`config.mk`:
```
export PLATFORM = sky130hd
export DESIGN_NAME = imucf_isqrt
export DESIGN_NICKNAME = d
export VERILOG_FILES = /design/src/assert_macros.svh /design/src/imucf_isqrt.sv
export SDC_FILE = /design/constraint.sdc
export NUM_CORES = 1
export LEC_CHECK = 0
export BUFFER_PORTS_ARGS = -buffer_cell sky130_fd_sc_hd__buf_4
export CAP_MARGIN = 0
export CORE_MARGIN = 5
export CORE_UTILIZATION = 40
export DETAILED_ROUTE_END_ITERATION = 7
export PLACE_DENSITY = 0.64
export SLEW_MARGIN = 30
export SYNTH_ARGS = -nofsm -noshare
export SYNTH_HDL_FRONTEND = slang
export SYNTH_SLANG_ARGS = --single-unit
```
`constraint.sdc`:
```
create_clock -name i_clk -period 12.4 [get_ports i_clk]
set_clock_uncertainty 0.1 [all_clocks]
set_input_delay 1.86 -clock i_clk [delete_from_list [all_inputs] [get_ports i_clk]]
set_output_delay 1.86 -clock i_clk [all_outputs]
set_load 0.1 [all_outputs]
```
`src/assert_macros.svh`:
```
// ----------------------------------------------------------------------------
// Assertion macros
// Concurrent assertion wrappers clocked on i_clk, held off during reset.
// ----------------------------------------------------------------------------
`ifndef ASSERT_MACROS_SVH
`define ASSERT_MACROS_SVH
`ifndef NO_ASSERTIONS
`define ASSERT_PROP(label, prop, msg) \
    label: assert property (@(posedge i_clk) disable iff (!i_rst_n) prop) else $error(msg);
`define ASSERT_NEVER(label, expr, msg) \
    label: assert property (@(posedge i_clk) disable iff (!i_rst_n) !(expr)) else $error(msg);
`else
`define ASSERT_PROP(label, prop, msg)
`define ASSERT_NEVER(label, expr, msg)
`endif
`endif

```
`src/imucf_isqrt.sv`:
```
// ----------------------------------------------------------------------------
// Iterative square root
// Floor square root of a 32-bit value, one result bit per cycle.
// ----------------------------------------------------------------------------
module imucf_isqrt (
    input  logic        i_clk,
    input  logic        i_rst_n,
    input  logic        i_start,
    input  logic [31:0] i_val,
    output logic        o_busy,
    output logic [15:0] o_root
);
    logic        r_busy;
    logic [31:0] r_v;
    logic [31:0] r_r;
    logic [31:0] r_bit;
    logic [32:0] trial;

    assign trial = {1'b0, r_r} + {1'b0, r_bit};

    always_ff @(posedge i_clk) begin
        if (!i_rst_n) begin
            r_busy <= 1'b0;
        end else if (i_start) begin
            r_busy <= 1'b1;
            r_v    <= i_val;
            r_r    <= '0;
            r_bit  <= 32'h4000_0000;
        end else if (r_busy) begin
            if ({1'b0, r_v} >= trial) begin
                r_v <= r_v - trial[31:0];
                r_r <= (r_r >> 1) + r_bit;
            end else begin
                r_r <= r_r >> 1;
            end
            r_bit <= r_bit >> 2;
            if (r_bit == 32'd1) begin
                r_busy <= 1'b0;
            end
        end
    end

    assign o_busy = r_busy;
    assign o_root = r_r[15:0];
endmodule

```
== Word-level counts from Yosys, hierarchy flattened ==
Index checks and enable logic that the tools add are counted.

* Reduce and logical (&&, ||, !) cells: 4
* Equality and inequality tests: 1
* Add/sub/neg operators: 3
* Magnitude comparators: 1
* Mux-type cells: 9

{| class="wikitable"
|+ Operator list
! cell !! number
|-
| $mux 32 || 5
|-
| $add 32x31->33 || 1
|-
| $ge 32x33->1 || 1
|-
| $add 31x31->32 || 1
|-
| $sub 32x32->32 || 1
|-
| $mux 31 || 1
|-
| $eq 16x1->1 const B || 1
|-
| $reduce_bool 2->1 || 2
|-
| $mux 1 || 3
|-
| $reduce_and 3->1 || 1
|-
| $reduce_and 2->1 || 1
|}

* Output and inout port bits: 17
* Register bits after elaboration: 81
* Bits of input ports: 35

== Longest topological paths before layout ==
* Depth after elaboration: 5
* Depth in mapped cells: 21

== Worst setup path before layout ==
OpenSTA, ideal clock, no wires.

* Path type: register to register
* From: reg r_r[2]
* To: reg r_v[0], enable pin
* Cell stages (with the launch flop): 20
* Data required time: 11,909 ps
* Data arrival time: 4,755 ps
* Buffers on the path: 2
* Path slack: 7,154 ps
* Cells stage by stage: edfxtp_1 -> ha_1 -> a31oi_1 -> o21bai_1 -> a31oi_1 -> o31ai_1 -> inv_1 -> o21ai_0 -> a31oi_1 -> xor2_1 -> ha_1 -> nand2_1 -> o21ai_0 -> and3_1 -> a311oi_4 -> o31a_4 -> buf_6 -> nor2_2 -> buf_6 -> o21a_1

* Word-level cells in the longest chain between the ends: 4

{| class="wikitable"
|+ RTL lines
! item !! RTL line !! text
|-
| start: declaration || imucf_isqrt.sv:15 || <nowiki>logic [31:0] r_r;</nowiki>
|-
| start signal: assignment || imucf_isqrt.sv:32 || <nowiki>r_r <= (r_r >> 1) + r_bit;</nowiki>
|-
| start signal: assignment || imucf_isqrt.sv:34 || <nowiki>r_r <= r_r >> 1;</nowiki>
|-
| $add 32x31->33 || imucf_isqrt.sv:19 || <nowiki>assign trial = {1'b0, r_r} + {1'b0, r_bit};</nowiki>
|-
| $ge 32x33->1 || imucf_isqrt.sv:30 || <nowiki>if ({1'b0, r_v} >= trial) begin</nowiki>
|-
| $reduce_bool 2->1 (no line) || n/a ||
|-
| $reduce_and 3->1 (no line) || n/a ||
|-
| end signal: assignment || imucf_isqrt.sv:26 || <nowiki>r_v <= i_val;</nowiki>
|-
| end signal: assignment || imucf_isqrt.sv:31 || <nowiki>r_v <= r_v - trial[31:0];</nowiki>
|-
| end: declaration || imucf_isqrt.sv:14 || <nowiki>logic [31:0] r_v;</nowiki>
|}

No other way between the ends.
A chain may end at the register's enable or synchronous reset.

== Worst setup path after layout ==
* From: reg r_r[2]
* To: reg r_v[3], enable pin

Same word-level chain as after synthesis.

==> flow_summary.json <==
{
  "power-per-cell-area_mw_per_mm2": 157,
  "syn2layout_area_growth_pct": 10.9,
  "setup.worst_path.end_class": "register",
  "timing.critical_path.required_ps": 12290,
  "cts_resized": 0,
  "critical_path.max_fanout": 32,
  "layout-drive-gt1-share": 0.129,
  "dp.final_hpwl_um": 14100,
  "placeable_core_region_mm2": 0.0180,
  "cts_buffers": 9,
  "cts_post_setup_buffers_inserted": 0,
  "syn-instance-count": 804,
  "cts_root_buf": "clkbuf_16",
  "synth.net_count": 906,
  "synth_top_cells_by_area": "edfxtp_1, ha_1, a21oi_1",
  "post_synth_fa_ha_maj_area_fraction": 0.116,
  "worst_hold_check_path_type": "register to register",
  "synth-compound-area-share": 0.263,
  "setup_total_negative_slack_ps": 0,
  "period_share": 0.498,
  "vias_per_cell": 6.01,
  "synth-simple-area-share": 0.161,
  "rsz0062_at_grt": "no",
  "finalHoldWorstSlack_ps": 480,
  "gr-total-overflow": 0,
  "synth_top_area_share": 0.330,
  "critical-path-top-cell-by-count": "a31oi_1",
  "yosysWarnings": 0,
  "instances_no_fill": 1058,
  "path_cells": "ha_1 > a31oi_1 > o21bai_1 > a31oi_1 > o31ai_1 > inv_1 > o21ai_0 > a31oi_1 > xor2_1 > ha_1 > nand2_1 > o21ai_0 > and3_1 > a311oi_4 > o31a_4 > nor2_2 > o21a_1 > buf_4",
  "maxCapViolCount": 0,
  "end_of_flow_core_utilization": 0.449,
  "cts_hold_buf": 0,
  "syn_avg_cell_area_um2": 9.05,
  "grt_first_pass_wirelength_um": 30900,
  "postRouteWirelength_um": 19100,
  "detailroute.via_count": 6355,
  "synth-edff-count": 80,
  "synth_xor_xnor_area_share": 0.0758,
  "clock_sinks": 81,
  "postSynth.topFlopCell": "edfxtp_1",
  "pre_cts_setup_slack_ps": 6270,
  "grt_start_max_net_pins": 72,
  "rows": 49,
  "numnets_final": 926,
  "critPathArrivalTime_ps": 6070,
  "io_pins": 52,
  "cts_tree": "built",
  "die_h_um": 145,
  "ys_seq_elements": 81,
  "netlist_area_mm2": 0.00728,
  "critical_path.max_stage_delay_ps": 790,
  "irDropWorstVdd_uv": 70.4,
  "firstDrtPassIters": 6,
  "clockBufferDepth": 2,
  "gpl.final_weighted_congestion": 0.920,
  "port_buffers": 51,
  "drt_first_iter_violations": 495,
  "final.setup.worst_slack_ps": 6220,
  "worstSkewPairLatency_ps": 340,
  "die_area_mm2": 0.0210,
  "grt_pass1_vias": 6032,
  "synth_largest_area_cell": "edfxtp_1",
  "setup_violations": 0,
  "synth_async_sr_flop_share": 0,
  "number_of_antenna_violations_at_the_first_check_in_global_routing": 0,
  "residual_drc": 0,
  "leakage_nw": 3.06,
  "period_minus_slack_ps": 6180,
  "muxShareOfSynthArea": 0.00292,
  "ys_seq_area_frac": 0.333,
  "timing.critical_path.from_type": "register",
  "outcome": "finished clean",
  "design_power_total_mw": 1.26,
  "clkTransAtPathRegs_ps": 70,
  "floorplan.initialDensity": 0.405,
  "final-max-slew-violation-count": 0,
  "final_design_area_no_fill_mm2": 0.00807,
  "synth_top_family_by_area": "compound AO/OA/AOI/OAI gates",
  "drtAntennaViolNets": 0,
  "hold_violations": 0,
  "placedCellCount": 1042,
  "postPlaceCellArea_mm2": 0.00773,
  "master_of_the_slowest_instance_on_the_critical_path": "nor2_2",
  "n_antenna_cell": 0,
  "drt-wirelength-per-cell_um": 18.0,
  "worst-setup-path-type": "register to register",
  "grt_usage": 0.185,
  "slew_headroom": 0.358,
  "fmaxAchievable_mhz": 162,
  "die_w_um": 145,
  "max_slew.worst_pin.slew_ps": 962,
  "synth.distinct_cells": 67,
  "h-tree-depth": 3
}
-- layout make-up --
class                           count  area [µm²]
Clock buffer                       11         243
Inverter                           21        78.8
Multi-Input combinational cell    654        4510
Sequential cell                    81        2420
Fill cell                        1768        9890
Clock inverter                      5         104
Timing Repair Buffer               57         428
Tap cell                          229         287
-- cell families (layout without fill, tap and decap cells) --
| group | count (synthesis) | count (layout) |
|---|---|---|
| multiplexers | 2 | 2 |
| flip-flops | 81 | 81 |
| AND/OR/NAND/NOR | 236 | 236 |
| AO/OA/AOI/OAI | 286 | 286 |
| buffers and inverters | 69 | 94 |
| XOR/XNOR | 63 | 63 |
| adder cells (fa/ha/maj) | 67 | 67 |
-- cells in the mapped netlist, drive strengths merged, types with 17 or more instances --
| library cell | count |
|---|---|
| a211oi | 19 |
| a21oi | 64 |
| a31oi | 27 |
| buf | 26 |
| clkbuf | 22 |
| edfxtp | 80 |
| ha | 66 |
| inv | 21 |
| nand2 | 81 |
| nand3 | 17 |
| nor2 | 45 |
| nor2b | 25 |
| o21ai | 63 |
| o31ai | 18 |
| xnor2 | 31 |
| xor2 | 32 |
-- critical path, delay by kind of cell (launching register included) --
kind	cells	cell delay, ps
AO/OA/AOI/OAI	10	2680
AND/OR/NAND/NOR	3	1120
adder cells (fa/ha/maj)	2	760
buffers and inverters	2	480
flip-flops	1	480
XOR/XNOR	1	170
-- worst paths after layout --
| check | to | startpoint | cells past startpoint | slack (ps) |
|---|---|---|---|---|
| setup / recovery | r_v[3] | r_r[2] | 18 | 6220 |
| hold / removal | o_busy | r_bit[30] | 1 | 480 |
| setup reg to reg | r_v[3] | r_r[2] | 18 | 6220 |
| hold reg to reg | o_busy | r_bit[30] | 1 | 480 |
-- layout by cell type, fill, tap and decap left out, types with 19 or more instances in the layout --
master	netlist	routed
nor2_1	44	44
xor2_1	32	32
nand2_1	79	79
a211oi_1	19	19
a21oi_1	64	64
inv_1	21	21
ha_1	66	66
xnor2_1	31	31
nor2b_1	25	25
o21ai_0	63	62
buf_4	17	57
a31oi_1	27	27
edfxtp_1	80	80
-- routing by layer --
layer	part of all wire	track usage	vias up	wire (µm)
li1	-	-	3106	-
met1	0.45	0.252	3000	8680
met2	0.46	0.301	215	8840
met3	0.061	0.0299	34	1160
met4	0.021	0.0594	0	408
met5	0	0	-	0
-- power breakdown --
part	switching, mW	internal, mW	total, mW	leakage, nW
Sequential	0.0303	0.348	0.378	0.780
Combinational	0.354	0.214	0.568	2.11
Clock	0.115	0.203	0.318	0.170
Total	0.499	0.765	1.26	3.06
-- flip-flops by register name, summed over array words and instances (netlist names) --
signal  cells
o_busy      1
r_v        32
r_bit      16
r_r        32
Note: power is estimated with default switching activity, not from simulation.
